File: src/rtl/polygon_normal_newell_defines.svh
// Assertion macros shared by the polygon normal RTL.
// No dependencies; included by the modules that carry checks.
`ifndef POLYGON_NORMAL_NEWELL_DEFINES_SVH
`define POLYGON_NORMAL_NEWELL_DEFINES_SVH

// Same-cycle implication, checked outside reset.
`define PNN_ASSERT_NOW(label, clk, rstn, ante, cons, msg) \
    label: assert property (@(posedge clk) disable iff (!rstn) (ante) |-> (cons)) \
        else $error(msg);

// Next-cycle implication, checked outside reset.
`define PNN_ASSERT_NEXT(label, clk, rstn, ante, cons, msg) \
    label: assert property (@(posedge clk) disable iff (!rstn) (ante) |=> (cons)) \
        else $error(msg);

`endif

File: src/rtl/pnn_pkg.sv
// Shared constants, types and back-end state encoding for the polygon normal block.
// No dependencies; imported by every module of the block.
package pnn_pkg;

    localparam int COORD_WIDTH_DEF = 16;
    localparam int SUM_W           = 45;              // Newell accumulator width
    localparam int Q_DEPTH         = 4;               // finished sums awaiting normalization
    localparam int QPTR_W          = $clog2(Q_DEPTH);
    localparam int QCNT_W          = $clog2(Q_DEPTH + 1);
    localparam int NORM_W          = 30;              // magnitudes scaled below 2^NORM_W
    localparam int SQ_W            = 2 * NORM_W + 2;  // sum of three squares
    localparam int ROOT_W          = NORM_W + 1;
    localparam int DVS_W           = ROOT_W + 1;      // divisor is twice the length
    localparam int NUM_W           = NORM_W + 16;     // 32768 * mag + len
    localparam int OUT_W           = 16;              // Q1.14 component
    localparam int QDIG_W          = $clog2(OUT_W);
    localparam int OUT_DW          = 3 * OUT_W;

    typedef struct packed {
        logic [SUM_W-1:0] z;
        logic [SUM_W-1:0] y;
        logic [SUM_W-1:0] x;
    } sum_vec_t;

    typedef struct packed {
        logic [QCNT_W-1:0] count;
        logic              empty;
    } q_status_t;

    typedef enum logic [2:0] {
        B_IDLE,
        B_SHIFT,
        B_SQSUM,
        B_SQRT,
        B_DIVLD,
        B_DIV,
        B_OUT
    } back_state_t;

endpackage

File: src/rtl/pnn_front.sv
// Vertex intake and Newell accumulation: edge operands, products, 45-bit sums.
// Depends on pnn_pkg; pushes finished sums into pnn_queue.
`include "polygon_normal_newell_defines.svh"

module pnn_front #(
    parameter int COORD_WIDTH = pnn_pkg::COORD_WIDTH_DEF
) (
    input  logic                          aclk,
    input  logic                          aresetn,
    input  logic                          s_valid,
    output logic                          s_ready,
    input  logic signed [COORD_WIDTH-1:0] vertex_x,
    input  logic signed [COORD_WIDTH-1:0] vertex_y,
    input  logic signed [COORD_WIDTH-1:0] vertex_z,
    input  logic                          last_vertex,
    input  pnn_pkg::q_status_t            q_status,
    output logic                          push,
    output pnn_pkg::sum_vec_t             push_data
);
    import pnn_pkg::*;

    localparam int DW = COORD_WIDTH + 1;
    localparam int PW = 2 * DW;

    logic signed [COORD_WIDTH-1:0] first_reg [3];
    logic signed [COORD_WIDTH-1:0] prev_reg  [3];
    logic signed [COORD_WIDTH-1:0] vin       [3];
    logic signed [COORD_WIDTH-1:0] opb       [3];
    logic                          have_reg, pend_reg;
    logic                          e_valid_reg, e_close_reg;
    logic signed [DW-1:0]          e_d_reg [3], e_s_reg [3];
    logic signed [DW-1:0]          e_d_next [3], e_s_next [3];
    logic                          p_valid_reg, p_close_reg;
    logic signed [PW-1:0]          p_prod_reg [3];
    logic signed [SUM_W-1:0]       sum_reg  [3];
    logic signed [SUM_W-1:0]       sum_next [3];
    logic [QCNT_W:0]               credit;
    logic                          accept, issue;

    assign vin[0] = vertex_x;
    assign vin[1] = vertex_y;
    assign vin[2] = vertex_z;

    // slots held by closes still in flight count against the queue
    assign credit  = (QCNT_W+1)'(q_status.count) + (QCNT_W+1)'(e_close_reg)
                   + (QCNT_W+1)'(p_close_reg);
    assign s_ready = !pend_reg && (credit < (QCNT_W+1)'(Q_DEPTH));
    assign accept  = s_valid && s_ready;
    // closing edge goes out the cycle after the last vertex
    assign issue   = pend_reg || (accept && have_reg);

    always_comb begin
        for (int i = 0; i < 3; i++) begin
            opb[i] = pend_reg ? first_reg[i] : vin[i];
        end
        e_d_next[0] = DW'(prev_reg[1]) - DW'(opb[1]);
        e_s_next[0] = DW'(prev_reg[2]) + DW'(opb[2]);
        e_d_next[1] = DW'(prev_reg[2]) - DW'(opb[2]);
        e_s_next[1] = DW'(prev_reg[0]) + DW'(opb[0]);
        e_d_next[2] = DW'(prev_reg[0]) - DW'(opb[0]);
        e_s_next[2] = DW'(prev_reg[1]) + DW'(opb[1]);
        for (int i = 0; i < 3; i++) begin
            sum_next[i] = sum_reg[i] + SUM_W'(p_prod_reg[i]);
        end
    end

    assign push        = p_valid_reg && p_close_reg;
    assign push_data.x = sum_next[0];
    assign push_data.y = sum_next[1];
    assign push_data.z = sum_next[2];

    always_ff @(posedge aclk) begin
        if (!aresetn) begin
            have_reg    <= 1'b0;
            pend_reg    <= 1'b0;
            e_valid_reg <= 1'b0;
            e_close_reg <= 1'b0;
            p_valid_reg <= 1'b0;
            p_close_reg <= 1'b0;
            for (int i = 0; i < 3; i++) begin
                sum_reg[i] <= '0;
            end
        end else begin
            e_valid_reg <= issue;
            e_close_reg <= pend_reg;
            p_valid_reg <= e_valid_reg;
            p_close_reg <= e_valid_reg && e_close_reg;
            if (pend_reg) begin
                pend_reg <= 1'b0;
                have_reg <= 1'b0;
            end else if (accept) begin
                have_reg <= 1'b1;
                pend_reg <= last_vertex;
            end
            if (p_valid_reg) begin
                for (int i = 0; i < 3; i++) begin
                    sum_reg[i] <= p_close_reg ? '0 : sum_next[i];
                end
            end
        end
    end

    always_ff @(posedge aclk) begin
        for (int i = 0; i < 3; i++) begin
            if (issue) begin
                e_d_reg[i] <= e_d_next[i];
                e_s_reg[i] <= e_s_next[i];
            end
            if (accept) begin
                prev_reg[i] <= vin[i];
            end
            if (accept && !have_reg) begin
                first_reg[i] <= vin[i];
            end
            if (e_valid_reg) begin
                p_prod_reg[i] <= e_d_reg[i] * e_s_reg[i];
            end
        end
    end

    `PNN_ASSERT_NEXT(a_last_sets_pend, aclk, aresetn, accept && last_vertex, pend_reg, "last vertex did not schedule closing edge")
    `PNN_ASSERT_NEXT(a_close_issued, aclk, aresetn, pend_reg, e_valid_reg && e_close_reg && !pend_reg && !have_reg, "closing edge not issued")
    `PNN_ASSERT_NOW(a_push_room, aclk, aresetn, push, q_status.count < QCNT_W'(Q_DEPTH), "sum pushed without reserved queue slot")

endmodule

File: config.mk
export PLATFORM = sky130hd
export DESIGN_NAME = pnn_front
export DESIGN_NICKNAME = d
export VERILOG_FILES = /design/src/rtl/pnn_pkg.sv /design/src/rtl/pnn_front.sv
export VERILOG_INCLUDE_DIRS = /design/src /design/src/rtl
export SDC_FILE = /design/constraint.sdc
export NUM_CORES = 2
export LEC_CHECK = 0
export BUFFER_PORTS_ARGS = -buffer_cell sky130_fd_sc_hd__buf_2
export CORE_MARGIN = 1
export CORE_UTILIZATION = 59
export DETAILED_ROUTE_END_ITERATION = 12
export HOLD_SLACK_MARGIN = 0.12
export PLACE_DENSITY = 0.79
export SLEW_MARGIN = 15
export SYNTH_ARGS = -nofsm -noshare
export SYNTH_HDL_FRONTEND = slang
export SYNTH_SLANG_ARGS = --single-unit
File: constraint.sdc
create_clock -name aclk -period 6.25 [get_ports aclk]
set_input_delay 0.9375 -clock aclk [delete_from_list [all_inputs] [get_ports aclk]]
set_output_delay 0.9375 -clock aclk [all_outputs]
set_load 0.01 [all_outputs]
# After elaboration in Yosys (flattened, before gate mapping)

Memories as Yosys holds them, arrays and structs flattened.
Cells that the tools add are included.

Word-level logic and storage cells: 64
Flip-flop bits (word level): 6
RAM bits: 435
Memories kept: 6
Bits in latches: 0
Output and inout bits: 137
ROM bits: 0

Memories:

| name       | words | bits a word | read ports | clocked after memory_dff | wr ports | RTL line        | RTL |
|---|---|---|---|---|---|---|---|
| sum_reg    | 3     | 45          | 3          | 0                        | 3        | pnn_front.sv:35 | `logic signed [SUM_W-1:0] sum_reg [3];` |
| p_prod_reg | 3     | 34          | 3          | 0                        | 3        | pnn_front.sv:34 | `logic signed [PW-1:0] p_prod_reg [3];` |
| e_d_reg    | 3     | 17          | 3          | 0                        | 3        | pnn_front.sv:31 | `logic signed [DW-1:0] e_d_reg [3], e_s_reg [3];` |
| e_s_reg    | 3     | 17          | 3          | 0                        | 3        | pnn_front.sv:31 |  |
| first_reg  | 3     | 16          | 3          | 0                        | 3        | pnn_front.sv:25 | `logic signed [COORD_WIDTH-1:0] first_reg [3];` |
| prev_reg   | 3     | 16          | 3          | 0                        | 3        | pnn_front.sv:26 | `logic signed [COORD_WIDTH-1:0] prev_reg [3];` |

Equality and inequality tests: 0
Bitwise operators: 5
Multiplexer cells: 21
Div/mod/pow operators: 0
Order comparisons: 1
Reductions and logical operators: 11
Shifts and indexed selects: 0
$mul: 3
$add $sub $neg: 11

Operator list:

| operator                                                                     | count |
|---|---|
| 45-bit two-way mux                                                           | 6 |
| 45-bit by 34-bit adder with 45-bit output                                    | 3 |
| 17-bit by 17-bit multiplier with 34-bit output                               | 3 |
| 16-bit by 16-bit adder with 17-bit output                                    | 3 |
| 16-bit by 16-bit subtractor with 17-bit output                               | 3 |
| 16-bit two-way mux                                                           | 3 |
| 1-bit two-way mux                                                            | 12 |
| 1-bit logical AND                                                            | 6 |
| 3-bit by 1-bit adder with 4-bit output                                       | 1 |
| 4-bit by 1-bit adder with 4-bit output                                       | 1 |
| 4-bit by 3-bit less-than comparator with 1-bit output, second input constant | 1 |
| 1-bit OR                                                                     | 3 |
| 3-bit OR reduction                                                           | 1 |
| 1-bit zero test                                                              | 2 |
| 1-bit inverter                                                               | 2 |
| 2-bit OR reduction                                                           | 1 |
| 1-bit logical OR                                                             | 1 |

# Longest topological paths before layout

Word-level depth: 9
Gate-level depth with buffers: 25

# Worst setup path before layout

No wires, ideal clock.

Kind: input-to-reg
Start: input port q_status[1] in the netlist's numbering
End: memory first_reg[0][0] in the netlist's numbering, enable pin
Data required time: 5.791 ns
Stages: 5
Path slack: -0.052 ns
Library setup time: 0.459 ns
Arrival time: 5.843 ns
Path through: ha_1 -> a21o_1 -> a211oi_1 -> and2_0 -> nor2b_1

RTL lines:

| item               | RTL line        | RTL |
|---|---|---|
| start: declaration | pnn_front.sv:16 | `input pnn_pkg::q_status_t q_status,` |
| end: declaration   | pnn_front.sv:25 |  |

==> impl_metrics.env <==
export IMPL_cp_end_kind="flop"
export IMPL_gp_congestion=0.936
export IMPL_syn_to_final_growth_pct=13.7
export IMPL_ys_flop_type="edfxtp_1"
export IMPL_synth_edf_count=432
export IMPL_largest_reg_flops=135
export IMPL_synth_fp_nets=7275
export IMPL_tritoncts="done"
export IMPL_post_drt_wl_per_cell_um=18.0
export IMPL_maxCapViolations=0
export IMPL_syn_cell_area_mm2=0.0584
export IMPL_rsz0062_at_grt="yes"
export IMPL_cp_slowest_cell="fa_1"
export IMPL_hpwl_um=108000
export IMPL_cts_sinks=438
export IMPL_synth_area_mux_share=0.00881
export IMPL_first_pass_iters=8
export IMPL_synthSimpleGateAreaFrac=0.141
export IMPL_die_h_um=317
export IMPL_grt_pass1_wl_um=222000
export IMPL_synthDistinctLibCells=84
export IMPL_slew_violations=0
export IMPL_setup_violations=4
export IMPL_crit_type="flop to flop"
export IMPL_async_flop_share=0
export IMPL_min_period_ns=6.34
export IMPL_seq_area_frac_synth=0.224
export IMPL_via_per_inst=5.60
export IMPL_io_buffers=191
export IMPL_timing_final_ws_setup_ns=-0.0939
export IMPL_drt_iter0_markers=2882
export IMPL_cts_root_buffer_cell="clkbuf_16"
export IMPL_grt_pass1_vias=44598
export IMPL_synthXorXnorAreaFrac=0.0444
export IMPL_num_vias=42806
export IMPL_fmax_ghz=0.158
export IMPL_skew_ns=0.0260
export IMPL_dp_slack_ns=-0.294
export IMPL_worstPathRequired_ns=6.63
export IMPL_fp_dieW_um=317
export IMPL_htree_levels=2
export IMPL_clk_pin_slew_ns=0.06
export IMPL_worst_slew_pin_slew_ns=1.02
export IMPL_synthAdderAreaFrac=0.412
export IMPL_synth_top_family_by_area="adder cells"
export IMPL_cp_arrival_ns=6.73
export IMPL_synth_cells=5837
export IMPL_hold_class="primary input to flop"
export IMPL_core_rowCount=115
export IMPL_status="finished, violations left"
export IMPL_post_route_period_util=1.02
export IMPL_num_nets_final=7748
export IMPL_violations="setup timing"
export IMPL_worst_path_max_fanout=4
export IMPL_finalSetupTns_ns=-0.243
export IMPL_synth_compound_area_share=0.0874
export IMPL_post_route_drc_count=0
export IMPL_grt_usage=0.277
export IMPL_gr_total_overflow=0
export IMPL_finalHoldViolations=0
export IMPL_drive_gt1_frac=0.138
export IMPL_worst_r2r_setup_slack_ns=-0.09
export IMPL_synth_seq_cells=438
export IMPL_antenna_left=0
export IMPL_postSynthAreaPerCell_um2=10.0
export IMPL_cts_max_path_buffers=3
export IMPL_cp_common_cell="fa_1"
export IMPL_postLayoutCoreUtil=0.677
export IMPL_whs_ns=0.484
export IMPL_critPathMaxStageDelay_ns=0.56
export IMPL_initial_core_util=0.595
export IMPL_maxSlewHeadroom=0.321
export IMPL_critPathLaunchType="flop"
export IMPL_crit_chain="buf_4 > buf_6 > and2_1 > fa_1 > fa_1 > fa_1 > fa_1 > fa_1 > inv_1 > fa_1 > inv_1 > ha_4 > nand2_1 > or3_4 > inv_2 > nand4_1 > o2111ai_2 > nand2_2 > a211oi_2 > a41o_1 > o41ai_2 > xnor2_1"
export IMPL_grt_max_degree=81
export IMPL_antenna_found_initial=20
export IMPL_insertion_delay_ns=0.66
export IMPL_cts_made_buffers=55
export IMPL_yosysWarnings=0
export IMPL_routed_wl_um=138000
export IMPL_ios=193
export IMPL_holdBufCountCts=0
export IMPL_core_region_area_mm2=0.0981
export IMPL_dieArea_mm2=0.100
[cell usage in the layout, fill, tap and decap left out, types with 23 or more instances in the layout]
master | synthesis | layout
a31oi_1 | 34 | 32
buf_4 | 0 | 359
xor2_1 | 76 | 76
clkbuf_16 | 0 | 56
buf_6 | 0 | 43
nand3_1 | 53 | 50
nor2b_1 | 38 | 37
nor3_1 | 62 | 59
buf_2 | 1 | 191
nor2_1 | 203 | 202
o21a_1 | 33 | 33
nand4_1 | 31 | 31
a211oi_1 | 26 | 23
fa_1 | 897 | 869
and2_1 | 584 | 566
o21ai_1 | 42 | 45
nand2_1 | 504 | 495
ha_1 | 485 | 465
xnor2_1 | 220 | 220
a21oi_1 | 228 | 211
edfxtp_1 | 432 | 432
mux2i_1 | 48 | 48
inv_1 | 1087 | 1067
fa_2 | 0 | 28
nand2b_1 | 44 | 43
o21bai_1 | 42 | 41
a21o_1 | 132 | 131
and3_1 | 42 | 39
o21ai_0 | 81 | 72
[Yosys cell counts, drive strengths merged (44+ instances only)]
cell type | number | area, um^2
edfxtp | 432 | 13000
inv | 1087 | 4080
nor2 | 203 | 762
nand2b | 44 | 275
and2 | 585 | 3660
nand2 | 504 | 1890
a21o | 132 | 991
fa | 897 | 18000
o21ai | 124 | 624
ha | 485 | 6070
a21oi | 228 | 1140
nand3 | 53 | 265
nor3 | 62 | 310
mux2i | 48 | 480
xor2 | 76 | 666
clkbuf | 186 | 698
xnor2 | 220 | 1930
[cell type report]
| cell class | count | area (um^2) |
|---|---|---|
| antenna | 8 | 20.0 |
| timing repair buffer | 610 | 4460 |
| fill | 7211 | 31700 |
| inverter | 1087 | 4080 |
| clock buffer | 63 | 1430 |
| sequential | 438 | 13100 |
| tap | 1287 | 1610 |
| clock inverter | 39 | 448 |
| multi-input combinational | 4118 | 41200 |
[layer usage]
metal / vias to the layer above / global-route usage / part of all wire
met5: - / 0 / 0.00080
li1: 19608 / - / -
met1: 21427 / 0.366 / 0.41
met4: 18 / 0.0805 / 0.030
met3: 324 / 0.0531 / 0.074
met2: 1429 / 0.463 / 0.48
[per-stage QoR]
step	std cells	area, um^2
after floorplan	5837	58400
after global placement	7433	62800
after detailed placement	7433	62800
after CTS	7574	65200
after global routing	7643	66400
final	7650	66400
[worst max-delay path: cells and delay by family, from the launching register on]
family	cells	cell delay, ns
adders and majority gates	7	3.27
AOI/OAI and AO/OA	4	0.87
and+or+nand+nor	5	0.85
DFF	1	0.47
buffers and inverters	5	0.47
xor gates and xnor gates	1	0.14
[path summary, 6_finish.rpt]
path	start	endpoint	cells after the start
worst max register to register	e_d_reg[0][38]	p_prod_reg[0][100]	22
worst min register to register	e_close_reg	p_close_reg	1
worst min-delay path	vertex_y[1]	first_reg[0][17]	1
worst max-delay path	e_d_reg[0][38]	p_prod_reg[0][100]	22
[logic make-up (layout without fill, tap and decap cells)]
logic type,after synthesis,in the layout
buffers and inverters,1281,1799
flip-flops,438,438
XOR/XNOR,296,296
adder cells (fa/ha/maj),1382,1382
other,0,8
multiplexers,51,51
AND/OR/NAND/NOR,1615,1615
AO/OA/AOI/OAI,774,774
[what timing repair did]
item / CTS / global route
endpoints found under the setup margin: 18 / 29
pin swaps: 22 / 138
gates resized for setup: 47 / 176
buffers inserted: 39 / 71
Power is not shown: default switching activity piles up to over one toggle a cycle in this logic, so the estimate is an artifact.
