## src/rtl/polygon_normal_newell_defines.svh

```systemverilog
// Assertion macros shared by the polygon normal RTL.
// No dependencies; included by the modules that carry checks.
`ifndef POLYGON_NORMAL_NEWELL_DEFINES_SVH
`define POLYGON_NORMAL_NEWELL_DEFINES_SVH

// Same-cycle implication, checked outside reset.
`define PNN_ASSERT_NOW(label, clk, rstn, ante, cons, msg) \
    label: assert property (@(posedge clk) disable iff (!rstn) (ante) |-> (cons)) \
        else $error(msg);

// Next-cycle implication, checked outside reset.
`define PNN_ASSERT_NEXT(label, clk, rstn, ante, cons, msg) \
    label: assert property (@(posedge clk) disable iff (!rstn) (ante) |=> (cons)) \
        else $error(msg);

`endif

```

## src/rtl/pnn_pkg.sv

```systemverilog
// Shared constants, types and back-end state encoding for the polygon normal block.
// No dependencies; imported by every module of the block.
package pnn_pkg;

    localparam int COORD_WIDTH_DEF = 16;
    localparam int SUM_W           = 45;              // Newell accumulator width
    localparam int Q_DEPTH         = 4;               // finished sums awaiting normalization
    localparam int QPTR_W          = $clog2(Q_DEPTH);
    localparam int QCNT_W          = $clog2(Q_DEPTH + 1);
    localparam int NORM_W          = 30;              // magnitudes scaled below 2^NORM_W
    localparam int SQ_W            = 2 * NORM_W + 2;  // sum of three squares
    localparam int ROOT_W          = NORM_W + 1;
    localparam int DVS_W           = ROOT_W + 1;      // divisor is twice the length
    localparam int NUM_W           = NORM_W + 16;     // 32768 * mag + len
    localparam int OUT_W           = 16;              // Q1.14 component
    localparam int QDIG_W          = $clog2(OUT_W);
    localparam int OUT_DW          = 3 * OUT_W;

    typedef struct packed {
        logic [SUM_W-1:0] z;
        logic [SUM_W-1:0] y;
        logic [SUM_W-1:0] x;
    } sum_vec_t;

    typedef struct packed {
        logic [QCNT_W-1:0] count;
        logic              empty;
    } q_status_t;

    typedef enum logic [2:0] {
        B_IDLE,
        B_SHIFT,
        B_SQSUM,
        B_SQRT,
        B_DIVLD,
        B_DIV,
        B_OUT
    } back_state_t;

endpackage

```

## src/rtl/pnn_queue.sv

```systemverilog
// Short FIFO of finished Newell sums between the accumulator and the normalizer.
// Depends on pnn_pkg.
`include "polygon_normal_newell_defines.svh"

module pnn_queue (
    input  logic               aclk,
    input  logic               aresetn,
    input  logic               push,
    input  pnn_pkg::sum_vec_t  push_data,
    input  logic               pop,
    output pnn_pkg::sum_vec_t  head,
    output pnn_pkg::q_status_t status
);
    import pnn_pkg::*;

    sum_vec_t          slot_reg [Q_DEPTH];
    logic [QPTR_W-1:0] wr_ptr_reg, rd_ptr_reg;
    logic [QCNT_W-1:0] count_reg;

    assign head          = slot_reg[rd_ptr_reg];
    assign status.count  = count_reg;
    assign status.empty  = (count_reg == '0);

    always_ff @(posedge aclk) begin
        if (!aresetn) begin
            wr_ptr_reg <= '0;
            rd_ptr_reg <= '0;
            count_reg  <= '0;
        end else begin
            if (push) begin
                wr_ptr_reg <= (wr_ptr_reg == QPTR_W'(Q_DEPTH - 1)) ? '0 : wr_ptr_reg + 1'b1;
            end
            if (pop) begin
                rd_ptr_reg <= (rd_ptr_reg == QPTR_W'(Q_DEPTH - 1)) ? '0 : rd_ptr_reg + 1'b1;
            end
            if (push && !pop) begin
                count_reg <= count_reg + 1'b1;
            end else if (pop && !push) begin
                count_reg <= count_reg - 1'b1;
            end
        end
    end

    always_ff @(posedge aclk) begin
        if (push) begin
            slot_reg[wr_ptr_reg] <= push_data;
        end
    end

    `PNN_ASSERT_NOW(a_no_overflow, aclk, aresetn, push, count_reg < QCNT_W'(Q_DEPTH), "queue overflow")
    `PNN_ASSERT_NOW(a_no_underflow, aclk, aresetn, pop, count_reg != '0, "queue underflow")

endmodule

```

## config.mk

```make
export PLATFORM = sky130hd
export DESIGN_NAME = pnn_queue
export DESIGN_NICKNAME = d
export VERILOG_FILES = /design/src/rtl/pnn_pkg.sv /design/src/rtl/pnn_queue.sv
export VERILOG_INCLUDE_DIRS = /design/src /design/src/rtl
export SDC_FILE = /design/constraint.sdc
export NUM_CORES = 1
export LEC_CHECK = 0
export ABC_AREA = 0
export ABC_CLOCK_PERIOD_IN_PS = 12800
export BUFFER_PORTS_ARGS = -buffer_cell sky130_fd_sc_hd__buf_4
export CORE_MARGIN = 10
export CORE_UTILIZATION = 61
export CTS_BUF_LIST = sky130_fd_sc_hd__clkbuf_2 sky130_fd_sc_hd__clkbuf_4 sky130_fd_sc_hd__clkbuf_8
export DETAILED_ROUTE_END_ITERATION = 8
export PLACE_DENSITY_LB_ADDON = 0.25
export SYNTH_ARGS = -nofsm -noshare
export SYNTH_HDL_FRONTEND = slang
export SYNTH_SLANG_ARGS = --single-unit
```

## constraint.sdc

```tcl
create_clock -name aclk -period 12.8 [get_ports aclk]
set_input_delay 1.28 -clock aclk [delete_from_list [all_inputs] [get_ports aclk]]
set_output_delay 1.28 -clock aclk [all_outputs]
set_load 0.05 [all_outputs]
```

Yosys cells after proc, flatten, opt, wreduce, memory -nomap -nowiden. Memory sizes are Yosys's and may differ from the RTL's. A register that Yosys moved wholly into a read port is not among the register bits. Cells that the tools add are included.

Add/subtract/negate cells: 4. Eq/ne operators: 2. Muxes and demuxes: 8. Reduce and logical (&&, ||, !) cells: 6.

Operators by type and width (count): $mux 2 (4); $mux 3 (2); $add 2x1->2 const B (2); $eq 2x2->1 const B (2); $add 3x1->3 const B (1); $logic_not 3->1 (1); $sub 3x1->3 const B (1); $logic_and 1x1->1 (2); $logic_not 1->1 (2); $mux 1 (2); $reduce_bool 2->1 (1).

Register bits: 7. Bits in writable memories: 540. Bits of input ports: 139. Output and inout port bits: 139. Logic and storage cells: 24. Memories: 1.

Memories: slot_reg (depth 4, width 135, rd ports 1, clocked after memory_dff 1, wr ports 1, line pnn_queue.sv:16) `sum_vec_t slot_reg [Q_DEPTH];`.

Logic depth before layout (Yosys ltp). Gate-level depths: netlist of the first run.

Word-level depth: 4. Mapped depth: 7.

Least setup slack after synthesis of the first run. Ideal clock, no wire load.

Kind: input port to flip-flop. Start: in push. End: mem slot_reg[0][0] (netlist bit), enable pin. Library setup time: 510 ps. Data arrival time: 4369 ps. Required time: 12290 ps. Path slack: 7921 ps. Cell stages on the path: 1. Path buffers: 0. Cells stage by stage: and2_1.

Word-level cells in the longest chain between the ends: 2.

RTL lines: from (decl) (line pnn_queue.sv:8) `input logic push,`; $mux 1 (line pnn_queue.sv:45) `if (push) begin`; $mux 1 (implied by the code) (line pnn_queue.sv:46) `slot_reg[wr_ptr_reg] <= push_data;`; to (decl) (line pnn_queue.sv:16).

Every way passes these cells.

==> reports/qor.csv, run 1 <==
stage;metric;value;unit
synthesis;Synth area leaders;edfxtp_1, mux4_2, dfxtp_1, buf_6, buf_2;
power;share of total power in the clock network;33.3;%
worst_setup_path;arrival time at the worst endpoint;3600;ps
clock_network;TritonCTS clock tree;yes;
global_route;met1 usage;25.7;%
power;Comb power frac;13.9;%
worst_setup_path;Crit-path slowest cell;dfxtp_4;
power;pwr dens;165;mW/mm²
clock_network;Setup Buffers After CTS;0;
clock_network;clk sink count;549;
synthesis;Mapped Avg Cell Area;26.6;µm²
clock_network;post-CTS sizing;0;
floorplan;Initial Utilization;61.5;%
worst_setup_path;Worst R2R Path Depth;5;
timing;Tmin final;4880;ps
synthesis;Yosys top cell by area;edfxtp_1;
synthesis;Yosys top cell area share;81.5;%
status;status;completed;
drt;Iteration-0 DRC Markers;658;
floorplan;Core ar.;0.0324;mm²
synthesis;ys flop type;edfxtp_1;
worst_setup_path;crit path max fanout;36;
worst_setup_path;Worst R2R Setup Slack;9800;ps
drt;Via Count;9083;
synthesis;most common library cells after synthesis;edfxtp_1, mux4_2, buf_2, dfxtp_1, buf_6;
clock_network;hold-fix buffers at CTS;0;
worst_setup_path;worst reg2reg path startpoint;wr_ptr_reg[0]$_SDFFE_PN0P_;
timing;RSZ-0062 raised after global routing;false;
final_layout;Post-Layout Cell Count;1595;
global_route;Global Route Usage Sum;19.6;%
floorplan;Ports;278;
drt;Routed Antenna Nets;0;
global_route;largest net degree at the start of global routing;72;
power;Switch Pwr;0.995;mW
worst_setup_path;max incr delay on CP;760;ps
drt;WL per Instance;24.5;µm
timing;slew at the pin closest to its max-slew limit;1020;ps
clock_network;clk buf depth;3;
power;Pleak;8.12;nW
power;switching share of power;25.1;%
synthesis;Synth Net Count;894;
final_layout;max reg flops;540;
timing;f_max;205;MHz
global_route;Most Crowded Layer GR;met2;
floorplan;chip height;201;µm
timing;Finish-stage setup viols;0;
global_route;grt total ovfl;0;
synthesis;Mapped Area;0.0199;mm²
clock_network;Clock Latency Late Sink;590;ps
synthesis;Yosys cell types;21;
drt;post-route DRC violation count;0;
synthesis;Synth async-reset ratio;0;%
clock_network;Clock transition at path regs;60;ps
worst_setup_path;critical path cell sequence;buf_4 -> buf_4 -> mux4_2 -> buf_4;
timing;Sum Neg Setup Slack;0;ps
power;Seq pwr share;52.8;%
global_route;met2 GRT Util;30.2;%
synthesis;most frequent cell after synthesis;edfxtp_1;
worst_setup_path;worst r2r dst;slot_reg[2][37]$_DFFE_PP_;
worst_hold_path;Worst Hold Launch;rd_ptr_reg[1]$_SDFFE_PN0P_;
place;RD Place Congestion;0.717;
place;post-DP HPWL;24700;µm
synthesis;number of enable flip-flop cells after synthesis;540;
global_route;vias in the first global route;9790;
worst_setup_path;startpoint class of the critical path;register;
synthesis;cell count after synthesis;748;
drt;final wirelength;39000;µm
floorplan;Die Width;201;µm
worst_hold_path;Hold Path Cell Cnt;2;
floorplan;total die area;0.0402;mm²
drt;Vias/cell;5.69;
synthesis;register area share after synthesis;82.4;%
worst_setup_path;crit end category;primary output;
power;VDD IR max;147;µV
worst_setup_path;CP dominant cell by count;buf_4;
clock_network;H-Tree Depth;3;
final_layout;FILL cells;1792;
place;PortBufs;277;
synthesis;Synth warnings;0;
floorplan;row count;66;
global_route;GR Layer Usage met3;7.54;%
power;Pwr Total;3.96;mW
timing;Fin Clk Skew;14.3;ps
clock_network;Num CTS Buffers;83;
power;Internal;2.97;mW
flow_run;Max-cap violations;0;
clock_network;Root Buffer;clkbuf_8;
worst_setup_path;WS Path Type;register to primary output;
place;Placed Cells incl. Taps;1449;
final_layout;fraction of layout cells with a size suffix above 1;47.9;%
timing;relative slew slack;32.0;%
synthesis;flops & latches, synth;549;
final_layout;area grow syn2layout;20.6;%
timing;Final period util;38.2;%
drt;Detailed Routing Iterations Pass 1;4;
timing;Hold Fails Final Rpt;0;
worst_hold_path;Worst Hold Class;register to register;
final_layout;nets@finish;1238;
global_route;initial antenna violation count;2;
timing;Final Slew Violations;0;
global_route;first-pass GRT wire length;60300;µm
worst_setup_path;Critical Path RT;11520;ps
worst max-delay path by stage:
stage,slack (ps),cells after the start,end,startpoint
after global routing,7540,4,head[131],register
final,7920,4,head[131],register
after CTS,7730,4,head[131],register
after global placement,8390,4,head[126],register
after floorplan,7920,1,slot_reg[0][0]$_DFFE_PP_,push
after detailed placement,8400,4,head[117],register
metal layers:
metal | vias up | part of all wire [%]
li1 | 3935 | -
met1 | 4748 | 39
met2 | 355 | 49
met3 | 45 | 9.6
met4 | 0 | 1.7
met5 | - | 0
cell usage in the layout (no fill, tap or decap):
master / instances
diode_2: 2
o21ai_0: 1
and2_4: 4
xnor2_1: 1
nor3_1: 2
nor2_1: 1
clkinv_1: 23
clkinv_2: 8
buf_4: 289
dfxtp_1: 7
dfxtp_4: 2
bufinv_16: 1
fa_1: 1
and2_1: 1
edfxtp_1: 540
a21boi_0: 1
ha_1: 6
mux4_2: 135
mux2i_1: 4
nor2b_1: 5
xor2_1: 1
clkbuf_8: 87
o21a_1: 1
clkinvlp_4: 1
inv_1: 4
clkbuf_4: 24
or3_1: 1
layout make-up:
type | instances | area, µm² | share of cell area, %
flip-flops and latches | 549 | 16400 | 68.4
multi-input cells | 165 | 3310 | 13.8
repair buffers | 289 | 2170 | 9.04
clock buffers | 111 | 1380 | 5.74
well taps | 442 | 553 | 2.30
clock inverters | 33 | 164 | 0.683
inverters | 4 | 15.0 | 0.0626
diodes | 2 | 5.00 | 0.0209
through the flow:
step           worst slack [ps]  utilization [%]  area (µm²)  hold slack [ps]
2_1_floorplan              7920                -       19900              512
3_3_place_gp               8390             69.3       22400              499
3_5_place_dp               8400             69.3       22400              527
4_1_cts                    7730             74.1       24000              538
5_1_grt                    7540             74.1       24000              591
6_report                   7920             74.1       24000              536
power by group through the flow:
stage | Sequential (mW) | Combinational (mW) | Clock, mW
6_report | 2.09 | 0.551 | 1.32
5_1_grt | 2.10 | 0.580 | 1.44
4_1_cts | 2.09 | 0.561 | 1.36
3_5_place_dp | 2.13 | 0.559 | 0
3_3_place_gp | 2.13 | 0.553 | 0
2_1_floorplan | 2.13 | 0.372 | 0
worst max-delay path: cells and delay by family, from the launching register on:
kind / cells / cell delay, ps
flip-flops: 1 / 760
multiplexers: 1 / 620
buffers and inverters: 3 / 1550
logic make-up after synthesis:
group | Yosys count | share of synthesized area, %
flops | 549 | 82.4
fa+ha+maj | 7 | 0.478
compound gates | 3 | 0.101
mux | 139 | 15.5
buf+inv | 34 | 1.04
xor+xnor | 2 | 0.0880
simple gates | 14 | 0.415
No activity file was read; power rests on OpenSTA's default activity.
==> inputs of run 2 (changes only) <==
--- a/config.mk
+++ b/config.mk
@@ -7,10 +7,10 @@
 export NUM_CORES = 1
 export LEC_CHECK = 0
 export ABC_AREA = 0
-export ABC_CLOCK_PERIOD_IN_PS = 12800
+export ABC_CLOCK_PERIOD_IN_PS = 5000
 export BUFFER_PORTS_ARGS = -buffer_cell sky130_fd_sc_hd__buf_4
 export CORE_MARGIN = 10
-export CORE_UTILIZATION = 61
+export CORE_UTILIZATION = 59
 export CTS_BUF_LIST = sky130_fd_sc_hd__clkbuf_2 sky130_fd_sc_hd__clkbuf_4 sky130_fd_sc_hd__clkbuf_8
 export DETAILED_ROUTE_END_ITERATION = 8
 export PLACE_DENSITY_LB_ADDON = 0.25
==> constraint.sdc (replaced) <==
create_clock -name aclk -period 5 [get_ports aclk]
set_input_delay 0.5 -clock aclk [delete_from_list [all_inputs] [get_ports aclk]]
set_output_delay 0.5 -clock aclk [all_outputs]
set_load 0.05 [all_outputs]
==> reports/qor.csv, run 2 (synthesized netlist as in run 1, its figures left out) <==
stage;metric;value;unit;change
power;switching share of power;25.1;%;about the same
clock_network;TritonCTS clock tree;yes;;
timing;Finish-stage setup viols;0;;unchanged
clock_network;post-CTS sizing;0;;unchanged
worst_setup_path;WS Path Type;register to primary output;;
worst_setup_path;Worst R2R Path Depth;3;;-2
power;share of total power in the clock network;33.8;%;+0.5 points
timing;Tmin final;3280;ps;
worst_setup_path;arrival time at the worst endpoint;2780;ps;-820 ps
final_layout;final core utilization;72.2;%;-1.9 points
clock_network;clk buf depth;3;;unchanged
place;Setup WS pre-CTS;2260;ps;-6130 ps
final_layout;max reg flops;540;;unchanged
final_layout;nets@finish;1239;;+0.081%
power;Internal;7.67;mW;+160%
status;status;completed;;
timing;Fin Clk Skew;18.0;ps;+3.65 ps
place;dpl cell area;0.0225;mm²;+0.30%
clock_network;Num CTS Buffers;86;;+3.6%
place;post-DP HPWL;23700;µm;-4.0%
power;VDD IR max;388;µV;+160%
final_layout;commonest non-fill, non-tap cell in the layout;edfxtp_1;;
floorplan;chip height;204;µm;+1.5%
floorplan;total die area;0.0415;mm²;+3.0%
drt;WL per Instance;24.5;µm;about the same
timing;Sum Neg Setup Slack;0;ps;unchanged
worst_setup_path;crit end category;primary output;;
drt;Vias/cell;5.64;;-0.88%
drt;final wirelength;39200;µm;+0.47%
worst_setup_path;Critical Path RT;4500;ps;-7020 ps
timing;RSZ-0062 raised after global routing;false;;
clock_network;H-Tree Depth;3;;unchanged
global_route;initial antenna violation count;1;;-1
worst_setup_path;crit path max fanout;55;;+53%
clock_network;Setup Buffers After CTS;0;;unchanged
timing;post-route setup slack;1720;ps;-6200 ps
power;Seq pwr share;52.2;%;-0.6 points
timing;Final period util;65.6;%;
flow_run;Max-cap violations;0;;unchanged
global_route;vias in the first global route;9835;;+0.46%
drt;post-route DRC violation count;0;;unchanged
power;Comb power frac;14.0;%;about the same
power;Pleak;8.16;nW;+0.43%
timing;relative slew slack;30.0;%;-2.0 points
clock_network;Clock Latency Late Sink;610;ps;+20 ps
drt;Iteration-0 DRC Markers;597;;-9.3%
final_layout;Finished Cell Area;0.0241;mm²;+0.45%
clock_network;clk sink count;549;;unchanged
clock_network;Clock transition at path regs;60;ps;about the same
global_route;largest net degree at the start of global routing;76;;+5.6%
place;PortBufs;277;;unchanged
timing;slew at the pin closest to its max-slew limit;1050;ps;+29.3 ps
clock_network;hold-fix buffers at CTS;0;;unchanged
timing;f_max;305;MHz;
final_layout;most frequent cells in the layout;edfxtp_1, buf_4, mux4_2, clkbuf_8, clkbuf_4;;
global_route;grt total ovfl;0;;unchanged
drt;Routed Antenna Nets;0;;unchanged
floorplan;row count;67;;+1.5%
power;pwr dens;425;mW/mm²;+160%
clock_network;Root Buffer;clkbuf_8;;
global_route;Global Route Usage Sum;19.1;%;-0.43 points
global_route;first-pass GRT wire length;59800;µm;-0.79%
drt;Detailed Routing Iterations Pass 1;4;;unchanged
floorplan;Core ar.;0.0334;mm²;+3.1%
drt;Via Count;9043;;-0.44%
timing;Hold Fails Final Rpt;0;;unchanged
timing;Final Slew Violations;0;;unchanged
power;Pwr Total;10.2;mW;+160%
floorplan;Ports;278;;unchanged
floorplan;Initial Utilization;59.6;%;-1.8 points
worst_hold_path;Hold Path Cell Cnt;1;;-1
worst_hold_path;Worst Hold Class;primary input to register;;
power;Switch Pwr;2.57;mW;+160%
final_layout;area grow syn2layout;21.1;%;
place;RD Place Congestion;0.697;;-2.7%
final_layout;fraction of layout cells with a size suffix above 1;48.1;%;+0.26 points
floorplan;Die Width;204;µm;+1.5%
worst_setup_path;startpoint class of the critical path;register;;
-- run 2: layer usage --
metal	share of wire (%)	track usage [%]	up-vias
met2	48	28.8	358
met3	9.6	7.36	52
met5	0	0	-
met1	40	25.6	4690
met4	2.0	6.08	0
li1	-	-	3943
-- run 2: final cells by class --
class	instances	area, µm²
fill	1971	9260
tap	448	561
clock inverter	29	146
clock buffer	119	1440
inverter	4	15.0
sequential	549	16400
timing repair buffer	287	2230
multi-input combinational	165	3310
antenna	1	2.50
-- run 2: critical path: stages (launching register included) --
cell and delay [ps]:
dfxtp_4 850, buf_12 460, mux4_2 580, buf_4 210
-- run 2: per-stage QoR --
stage | cells | hold slack, ps
after floorplan | 748 | 512
after global placement | 1453 | 521
after detailed placement | 1453 | 547
after CTS | 1601 | 32.9
after global routing | 1601 | 39.0
final | 1602 | 84.0
-- run 2: worst paths after layout --
path / start / slack (ps) / end
max: register / 1720 / head[26]
min: push_data[17] / 80 / slot_reg[1][17]$_DFFE_PP_
max reg2reg: wr_ptr_reg[0]$_SDFFE_PN0P_ / 2630 / slot_reg[3][14]$_DFFE_PP_
min reg2reg: rd_ptr_reg[1]$_SDFFE_PN0P_ / 550 / register
-- run 2: power groups by stage --
stage                     logic (mW)  registers, mW  clock network, mW
after floorplan                0.953           5.44                  0
after global placement          1.44           5.43                  0
after detailed placement        1.45           5.44                  0
after CTS                       1.46           5.35               3.55
after global routing            1.51           5.36               3.78
final                           1.44           5.34               3.46
