<file path="src/rtl/polygon_normal_newell_defines.svh">
// Assertion macros shared by the polygon normal RTL.
// No dependencies; included by the modules that carry checks.
`ifndef POLYGON_NORMAL_NEWELL_DEFINES_SVH
`define POLYGON_NORMAL_NEWELL_DEFINES_SVH

// Same-cycle implication, checked outside reset.
`define PNN_ASSERT_NOW(label, clk, rstn, ante, cons, msg) \
    label: assert property (@(posedge clk) disable iff (!rstn) (ante) |-> (cons)) \
        else $error(msg);

// Next-cycle implication, checked outside reset.
`define PNN_ASSERT_NEXT(label, clk, rstn, ante, cons, msg) \
    label: assert property (@(posedge clk) disable iff (!rstn) (ante) |=> (cons)) \
        else $error(msg);

`endif

</file>
<file path="src/rtl/pnn_pkg.sv">
// Shared constants, types and back-end state encoding for the polygon normal block.
// No dependencies; imported by every module of the block.
package pnn_pkg;

    localparam int COORD_WIDTH_DEF = 16;
    localparam int SUM_W           = 45;              // Newell accumulator width
    localparam int Q_DEPTH         = 4;               // finished sums awaiting normalization
    localparam int QPTR_W          = $clog2(Q_DEPTH);
    localparam int QCNT_W          = $clog2(Q_DEPTH + 1);
    localparam int NORM_W          = 30;              // magnitudes scaled below 2^NORM_W
    localparam int SQ_W            = 2 * NORM_W + 2;  // sum of three squares
    localparam int ROOT_W          = NORM_W + 1;
    localparam int DVS_W           = ROOT_W + 1;      // divisor is twice the length
    localparam int NUM_W           = NORM_W + 16;     // 32768 * mag + len
    localparam int OUT_W           = 16;              // Q1.14 component
    localparam int QDIG_W          = $clog2(OUT_W);
    localparam int OUT_DW          = 3 * OUT_W;

    typedef struct packed {
        logic [SUM_W-1:0] z;
        logic [SUM_W-1:0] y;
        logic [SUM_W-1:0] x;
    } sum_vec_t;

    typedef struct packed {
        logic [QCNT_W-1:0] count;
        logic              empty;
    } q_status_t;

    typedef enum logic [2:0] {
        B_IDLE,
        B_SHIFT,
        B_SQSUM,
        B_SQRT,
        B_DIVLD,
        B_DIV,
        B_OUT
    } back_state_t;

endpackage

</file>
<file path="src/rtl/pnn_back.sv">
// Normalizer: scales the Newell sum, sums squares, square root, then three divides.
// Depends on pnn_pkg; pops sums from pnn_queue and drives the result register.
`include "polygon_normal_newell_defines.svh"

module pnn_back (
    input  logic                         aclk,
    input  logic                         aresetn,
    input  pnn_pkg::q_status_t           q_status,
    input  pnn_pkg::sum_vec_t            head,
    output logic                         pop,
    output logic                         m_valid,
    input  logic                         m_ready,
    output logic [pnn_pkg::OUT_W-1:0]    normal_x,
    output logic [pnn_pkg::OUT_W-1:0]    normal_y,
    output logic [pnn_pkg::OUT_W-1:0]    normal_z,
    output logic                         degenerate
);
    import pnn_pkg::*;

    back_state_t       state_reg, state_next;
    logic              m_valid_reg, load_out;

    logic              neg_reg [3];
    logic [SUM_W-1:0]  mag_reg [3];
    logic [SUM_W-1:0]  head_s  [3];
    logic              deg_reg;
    logic [OUT_W-1:0]  res_reg [3];
    logic [OUT_W-1:0]  out_reg [3];
    logic              out_deg_reg;
    logic              all_zero, too_big;

    logic [1:0]        sq_cnt_reg;
    logic [NORM_W-1:0] sq_sel;
    logic [2*NORM_W-1:0] sq_prod_reg;
    logic [SQ_W-1:0]   acc_reg;
    logic [SQ_W-1:0]   root_reg, bit_reg;
    logic [SQ_W:0]     trial;

    logic [1:0]        ci_reg;
    logic [QDIG_W-1:0] dcnt_reg;
    logic [ROOT_W-1:0] len;
    logic [NORM_W-1:0] mag_c;
    logic              neg_c;
    logic [NUM_W-1:0]  num;
    logic [DVS_W-1:0]  dvs_reg;
    logic [DVS_W:0]    rem_reg, rem_try, rem_next;
    logic [OUT_W-1:0]  numlo_reg, q_reg, q_next;

    assign head_s[0] = head.x;
    assign head_s[1] = head.y;
    assign head_s[2] = head.z;
    assign all_zero  = (head.x == '0) && (head.y == '0) && (head.z == '0);
    assign too_big   = (|mag_reg[0][SUM_W-1:NORM_W]) || (|mag_reg[1][SUM_W-1:NORM_W])
                    || (|mag_reg[2][SUM_W-1:NORM_W]);

    always_comb begin
        case (sq_cnt_reg)
            2'd0:    sq_sel = mag_reg[0][NORM_W-1:0];
            2'd1:    sq_sel = mag_reg[1][NORM_W-1:0];
            2'd2:    sq_sel = mag_reg[2][NORM_W-1:0];
            default: sq_sel = '0;
        endcase
        case (ci_reg)
            2'd0:    begin mag_c = mag_reg[0][NORM_W-1:0]; neg_c = neg_reg[0]; end
            2'd1:    begin mag_c = mag_reg[1][NORM_W-1:0]; neg_c = neg_reg[1]; end
            2'd2:    begin mag_c = mag_reg[2][NORM_W-1:0]; neg_c = neg_reg[2]; end
            default: begin mag_c = '0; neg_c = 1'b0; end
        endcase
    end

    assign trial = (SQ_W+1)'(root_reg) + (SQ_W+1)'(bit_reg);
    assign len   = (root_reg[ROOT_W-1:0] == '0) ? ROOT_W'(1) : root_reg[ROOT_W-1:0];
    // 2 * 16384 * mag + len, later divided by 2 * len for round-half-up
    assign num   = (NUM_W'(mag_c) << (OUT_W - 1)) + NUM_W'(len);

    assign rem_try = {rem_reg[DVS_W-1:0], numlo_reg[OUT_W-1]};
    always_comb begin
        if (rem_try >= (DVS_W+1)'(dvs_reg)) begin
            rem_next = rem_try - (DVS_W+1)'(dvs_reg);
            q_next   = {q_reg[OUT_W-2:0], 1'b1};
        end else begin
            rem_next = rem_try;
            q_next   = {q_reg[OUT_W-2:0], 1'b0};
        end
    end

    // next state
    always_comb begin
        state_next = state_reg;
        case (state_reg)
            B_IDLE:  if (!q_status.empty) state_next = all_zero ? B_OUT : B_SHIFT;
            B_SHIFT: if (!too_big) state_next = B_SQSUM;
            B_SQSUM: if (sq_cnt_reg == 2'd3) state_next = B_SQRT;
            B_SQRT:  if (bit_reg[0]) state_next = B_DIVLD;
            B_DIVLD: state_next = B_DIV;
            B_DIV:   if (dcnt_reg == '0) state_next = (ci_reg == 2'd2) ? B_OUT : B_DIVLD;
            B_OUT:   if (!m_valid_reg || m_ready) state_next = B_IDLE;
            default: state_next = B_IDLE;
        endcase
    end

    // control outputs
    always_comb begin
        pop      = 1'b0;
        load_out = 1'b0;
        case (state_reg)
            B_IDLE:  pop = !q_status.empty;
            B_OUT:   load_out = !m_valid_reg || m_ready;
            default: begin
                pop      = 1'b0;
                load_out = 1'b0;
            end
        endcase
    end

    always_ff @(posedge aclk) begin
        if (!aresetn) begin
            state_reg   <= B_IDLE;
            m_valid_reg <= 1'b0;
        end else begin
            state_reg <= state_next;
            if (load_out) begin
                m_valid_reg <= 1'b1;
            end else if (m_ready) begin
                m_valid_reg <= 1'b0;
            end
        end
    end

    always_ff @(posedge aclk) begin
        case (state_reg)
            B_IDLE: begin
                for (int i = 0; i < 3; i++) begin
                    neg_reg[i] <= head_s[i][SUM_W-1];
                    mag_reg[i] <= head_s[i][SUM_W-1] ? (SUM_W'(0) - head_s[i]) : head_s[i];
                    res_reg[i] <= '0;
                end
                deg_reg    <= all_zero;
                sq_cnt_reg <= '0;
                acc_reg    <= '0;
            end
            B_SHIFT: begin
                if (too_big) begin
                    for (int i = 0; i < 3; i++) begin
                        mag_reg[i] <= mag_reg[i] >> 1;
                    end
                end
            end
            B_SQSUM: begin
                if (sq_cnt_reg != 2'd3) begin
                    sq_prod_reg <= sq_sel * sq_sel;
                end
                if (sq_cnt_reg != 2'd0) begin
                    acc_reg <= acc_reg + SQ_W'(sq_prod_reg);
                end
                sq_cnt_reg <= sq_cnt_reg + 2'd1;
                root_reg   <= '0;
                bit_reg    <= SQ_W'(1) << (SQ_W - 2);
            end
            B_SQRT: begin
                if ((SQ_W+1)'(acc_reg) >= trial) begin
                    acc_reg  <= acc_reg - trial[SQ_W-1:0];
                    root_reg <= (root_reg >> 1) + bit_reg;
                end else begin
                    root_reg <= root_reg >> 1;
                end
                bit_reg <= bit_reg >> 2;
                ci_reg  <= '0;
            end
            B_DIVLD: begin
                dvs_reg   <= {len, 1'b0};
                rem_reg   <= (DVS_W+1)'(num[NUM_W-1:OUT_W]);
                numlo_reg <= num[OUT_W-1:0];
                q_reg     <= '0;
                dcnt_reg  <= QDIG_W'(OUT_W - 1);
            end
            B_DIV: begin
                rem_reg   <= rem_next;
                q_reg     <= q_next;
                numlo_reg <= numlo_reg << 1;
                dcnt_reg  <= dcnt_reg - 1'b1;
                if (dcnt_reg == '0) begin
                    case (ci_reg)
                        2'd0:    res_reg[0] <= neg_c ? (OUT_W'(0) - q_next) : q_next;
                        2'd1:    res_reg[1] <= neg_c ? (OUT_W'(0) - q_next) : q_next;
                        default: res_reg[2] <= neg_c ? (OUT_W'(0) - q_next) : q_next;
                    endcase
                    ci_reg <= ci_reg + 2'd1;
                end
            end
            default: begin
                if (load_out) begin
                    for (int i = 0; i < 3; i++) begin
                        out_reg[i] <= res_reg[i];
                    end
                    out_deg_reg <= deg_reg;
                end
            end
        endcase
    end

    assign m_valid    = m_valid_reg;
    assign normal_x   = out_reg[0];
    assign normal_y   = out_reg[1];
    assign normal_z   = out_reg[2];
    assign degenerate = out_deg_reg;

    `PNN_ASSERT_NEXT(a_out_held, aclk, aresetn, (state_reg == B_OUT) && m_valid_reg && !m_ready, state_reg == B_OUT, "result register overwritten while stalled")
    `PNN_ASSERT_NOW(a_deg_zero, aclk, aresetn, m_valid_reg && out_deg_reg, (out_reg[0] == '0) && (out_reg[1] == '0) && (out_reg[2] == '0), "degenerate result with nonzero components")

endmodule

</file>
<file path="config.mk">
export PLATFORM = sky130hd
export DESIGN_NAME = pnn_back
export DESIGN_NICKNAME = d
export VERILOG_FILES = /design/src/rtl/pnn_pkg.sv /design/src/rtl/pnn_back.sv
export VERILOG_INCLUDE_DIRS = /design/src /design/src/rtl
export SDC_FILE = /design/constraint.sdc
export NUM_CORES = 2
export LEC_CHECK = 0
export ABC_CLOCK_PERIOD_IN_PS = 27900
export BUFFER_PORTS_ARGS = -buffer_cell sky130_fd_sc_hd__buf_4
export CAP_MARGIN = 25
export CORE_MARGIN = 1.5
export CORE_UTILIZATION = 23
export CTS_BUF_LIST = sky130_fd_sc_hd__clkbuf_8
export CTS_CLUSTER_DIAMETER = 80
export DETAILED_ROUTE_END_ITERATION = 8
export REMOVE_ABC_BUFFERS = 1
export SLEW_MARGIN = 40
export SYNTH_ARGS = -nofsm -noshare
export SYNTH_HDL_FRONTEND = slang
export SYNTH_SLANG_ARGS = --single-unit
</file>
<file path="constraint.sdc">
create_clock -name aclk -period 27.9 [get_ports aclk]
set_input_delay 1.395 -clock aclk [delete_from_list [all_inputs] [get_ports aclk]]
set_output_delay 1.395 -clock aclk [all_outputs]
set_load 0.005 [all_outputs]
</file>
# Word-level counts from Yosys, hierarchy flattened
# Memory sizes are Yosys's and may differ from the RTL's.
# Index checks and enable logic that the tools add are counted.
# totals
ff_bits	354
ramBits	234
memories	4
# memory_table
name	words	width	rd	rd_ports_with_merged_regs	write_ports	line_no	source
mag_reg	3	45	3	0	3	pnn_back.sv:24	logic [SUM_W-1:0] mag_reg [3];
out_reg	3	16	3	0	3	pnn_back.sv:28	logic [OUT_W-1:0] out_reg [3];
res_reg	3	16	3	0	3	pnn_back.sv:27	logic [OUT_W-1:0] res_reg [3];
neg_reg	3	1	3	0	3	pnn_back.sv:23	logic neg_reg [3];
# classes
add_sub_neg	13
n_mul	1
magnitude_cmp	2
n_eq_ne	20
muxes	62
n_bitwise	7
n_reduce_logical	32
# op_table
op	count
45-bit 2-to-1 mux	6
62-bit one-hot mux with 2 select lines	2
62-bit 2-to-1 mux	3
62-bit one-hot mux with 3 select lines	1
30-bit one-hot mux with 3 select lines	2
45-bit zero test	3
1-bit by 45-bit subtractor with 45-bit output, first input constant	3
16-bit 2-to-1 mux	4
32-bit one-hot mux with 2 select lines	1
62-bit by 62-bit adder with 63-bit output	1
62-bit by 63-bit >= comparator with 1-bit output	1
61-bit by 62-bit adder with 62-bit output	1
62-bit by 60-bit adder with 62-bit output	1
62-bit subtractor	1
30-bit by 30-bit multiplier with 60-bit output	1
45-bit by 31-bit adder with 46-bit output	1
15-bit OR reduction	3
33-bit by 32-bit >= comparator with 1-bit output	1
32-bit 2-to-1 mux	1
16-bit one-hot mux with 2 select lines	1
32-bit subtractor	1
31-bit zero test	1
31-bit 2-to-1 mux	1
15-bit one-hot mux with 2 select lines	1
31 further kinds	95

# Logic depth before layout (Yosys ltp)
# An unclocked memory read counts as a cell.
# depth
word_depth	8
depth_mapped	40
mapped_depth_nobuf	36

# Worst setup path after synthesis
# No wires, ideal clock.
# synth_path
path_type	register to register
start	reg sq_cnt_reg[0]
end	reg sq_prod_reg[56], data pin
t_arrival_ps	9640
required_time_ps	27705
slack_ps	18065
path_stages_with_launch	36
synth_period_minus_slack_ps	9835
cell_sequence	edfxtp_1 -> inv_1 -> ha_1 -> clkbuf_1 -> clkbuf_1 -> a22oi_1 -> nand2_1 -> nand2b_1 -> inv_1 -> clkbuf_1 -> nand2_1 -> fa_1 -> inv_1 -> fa_1 -> fa_1 -> inv_1 -> fa_1 -> inv_1 -> fa_1 -> fa_1 -> fa_1 -> inv_1 -> fa_1 -> inv_1 -> ha_1 -> a21o_1 -> a21o_1 -> a21oi_1 -> o31ai_1 -> a221o_1 -> or3b_2 -> o21ai_0 -> o31ai_1 -> a31oi_1 -> or4b_2 -> o311ai_0
# synth_via
elab_chain_len	3
word_cells_on_any_way	5
cone_classes	1 x mul; 2 x eq/ne; 1 x mux; 1 x reduce/logical
# synth_lines
element	line_no	source
start: declaration	pnn_back.sv:32	logic [1:0] sq_cnt_reg;
start signal: assignment	pnn_back.sv:156	sq_cnt_reg <= sq_cnt_reg + 2'd1;
2-bit == test (tied with other cells)	pnn_back.sv:57	case (sq_cnt_reg)
30-bit one-hot mux with 3 select lines *	pnn_back.sv:57	
30-bit by 30-bit multiplier with 60-bit output *	pnn_back.sv:151	sq_prod_reg <= sq_sel * sq_sel;
end signal: assignment	pnn_back.sv:151	
end: declaration	pnn_back.sv:34	logic [2*NORM_W-1:0] sq_prod_reg;
# Mark *: on every way between the ends. The rest lies on a longest branch, timed or not.
# A chain may end at the register's enable or synchronous reset.

# Final worst setup path
# Same ends and word-level chain as after synthesis.

==> impl_metrics.yaml <==
grt:
  globalRouteOverflowTotal: 0
  track_usage: 0.134
  antenna_found_initial: 13
  grt_pass1_wl_um: 292000
  grt_pass1_vias: 49500
  grt_max_degree: 156
placed_design:
  portBuffers: 189
  hpwl_um: 147000
  place_area_um2: 69100
  globalplace.congestion: 0.929
  place_inst: 10400
clocking:
  htree_levels: 3
  clkSinkCount: 556
  cts_buffers: 100
  cts_tree: "built"
  hold_buffers: 0
  cts_root_buffer: "clkbuf_8"
  cts_resized: 0
  clockBufferDepth: 3
  clk_pin_slew_ns: 0.07
  postCtsSetupRepairBufs: 0
  insertion_delay_ns: 0.82
run_status:
  status: "finished, final reports clean"
route:
  drcViolationCount: 0
  vias: 49100
  via_per_inst: 4.64
  wl_per_cell_um: 17.8
  firstDrtPassIters: 9
  drt-initial-drc-count: 3936
  drt-total-wl_um: 188000
  drtAntennaViolNets: 0
final_layout:
  final_cell_mix: "inv_1 (1007), nor2_1 (721), fa_1 (708)"
  utilization: 0.260
  largest_register_ffs: 135
  fin_area_um2: 71200
  nets: 8253
  drive_gt1_frac: 0.0755
  area.growth.synth_to_final_pct: 12.3
  fin_cells: 10600
  layout_commonest_cell: "inv_1"
yosys:
  synth_mux_area_frac: 0.00596
  synth-edff-count: 552
  synth-compound-area-share: 0.125
  synthAdderAreaFrac: 0.322
  yosysSeqAreaShare: 0.263
  synth_xor_area_frac: 0.0639
  synth_area_um2: 63400
  ys_seq_elements: 556
  syn_inst: 6806
  syn_avg_cell_area_um2: 9.32
  yosys.area_share.simple: 0.145
  synth_top_family_by_area: "adder cells"
  synthArstFlopShare: 0
  ys.flop_type: "edfxtp_1"
  yosys_warnings: 0
  synth.distinct_cells: 86
timing:
  maxSlewViolCount: 0
  slew_headroom: 0.375
  hold_viol: 0
  tightest_slew_ns: 0.938
  fin_crit_ns: 11.74
  finalCritPeriodShare: 0.421
  max_freq_mhz: 85.2
  setup_viol: 0
  tns_ns: 0
  rsz0062_at_grt: "false"
  final.setup_skew_ns: 0.0597
worst_setup_path:
  rr_endpoint: "sq_prod_reg[56]$_DFFE_PP_"
  r2r-start: "sq_cnt_reg[0]$_SDFFCE_PN0P_"
  r2r_slack_ns: 16.16
  crit_fanout: 30
  startpoint_type: "register"
  required_ns: 28.48
  worstSetupPathType: "reg -> reg"
  rr_worst_depth: 33
  slowest_stage: "inv_1"
  worst-endpoint-arrival_ns: 12.32
  crit_path_end_kind: "register"
  crit_path_frequent_cell: "fa_1"
  critPathMaxStageDelay_ns: 0.70
die:
  fp.coreArea_um2: 274000
  die_x_um: 528
  die_area_um2: 279000
  initial_core_util: 0.232
  die_h_um: 528
  rows: 192
  io_pins: 193
min_path:
  hp-class: "reg -> reg"
  hold_depth: 0
  min_to: "out_reg[0][3]$_DFFE_PP_"
  worstHoldStart: "res_reg[0][3]$_DFFE_PP_"
run:
  max_cap_viol_count: 0
==> logic make-up (layout without fill, tap and decap cells) <==
kind of cell,after synthesis,after routing
AOI/OAI and AO/OA,1249,1249
xor gates and xnor gates,463,463
adders and majority gates,1205,1205
buffers and inverters,1286,1463
DFF,556,556
muxes,36,36
other,0,15
and+or+nand+nor,2011,2011
==> how the worst max path moves through the flow <==
| stage | start | endpoint | slack [ns] |
|---|---|---|---|
| after floorplan | mag_reg[0][81]$_DFFE_PP_ | mag_reg[0][0]$_DFFE_PP_ | 0.72 |
| after global placement | sq_cnt_reg[1]$_SDFFCE_PN0P_ | sq_prod_reg[56]$_DFFE_PP_ | 15.91 |
| after detailed placement | sq_cnt_reg[1]$_SDFFCE_PN0P_ | sq_prod_reg[56]$_DFFE_PP_ | 16.28 |
| after CTS | sq_cnt_reg[1]$_SDFFCE_PN0P_ | sq_prod_reg[56]$_DFFE_PP_ | 16.19 |
| after global routing | sq_cnt_reg[0]$_SDFFCE_PN0P_ | sq_prod_reg[56]$_DFFE_PP_ | 15.69 |
| final | sq_cnt_reg[0]$_SDFFCE_PN0P_ | sq_prod_reg[56]$_DFFE_PP_ | 16.16 |
==> critical path, delay by kind of cell, from the launching register on <==
family | cells | cell delay [ns]
adders and majority gates | 10 | 4.81
AOI/OAI and AO/OA | 10 | 2.58
and+or+nand+nor | 5 | 2.15
buffers and inverters | 8 | 1.47
DFF | 1 | 0.44
==> area by class of cell <==
type / count / area, um2
repair buffers: 287 / 2180
inverters: 997 / 3750
clock inverters: 78 / 629
well taps: 3589 / 4490
multi-input cells: 4964 / 42100
flip-flops and latches: 556 / 16700
fillers: 29400 / 203000
clock buffers: 101 / 1390
diodes: 15 / 37.5
==> stage by stage <==
stage	setup WS (ns)	hold WS, ns
floorplan	0.724	0.400
global placement	15.91	0.401
detailed placement	16.28	0.405
CTS	16.19	0.414
global route	15.69	0.421
finish	16.16	0.414
==> cells in the mapped netlist, drive strengths merged, types with 58 or more instances <==
master	instances	area (um2)
a31oi	94	588
clkbuf	263	987
inv	990	3720
nand2b	58	363
edfxtp	552	16600
fa	708	14200
o21ai	266	1330
nand2	627	2350
nor2	729	2740
ha	497	6220
nand3	72	365
nand4	71	450
and3	82	513
nor3	77	402
or3	59	389
xnor2	184	1610
a21oi	373	1870
a21o	114	856
xor2	279	2440
==> routing by layer <==
layer	wire length (um)	global-route usage
met5	0	0
met4	8340	0.0574
met3	12300	0.0199
met2	86900	0.220
met1	80800	0.175
Power is not shown: default switching activity piles up to over one toggle a cycle in this logic, so the estimate is an artifact.
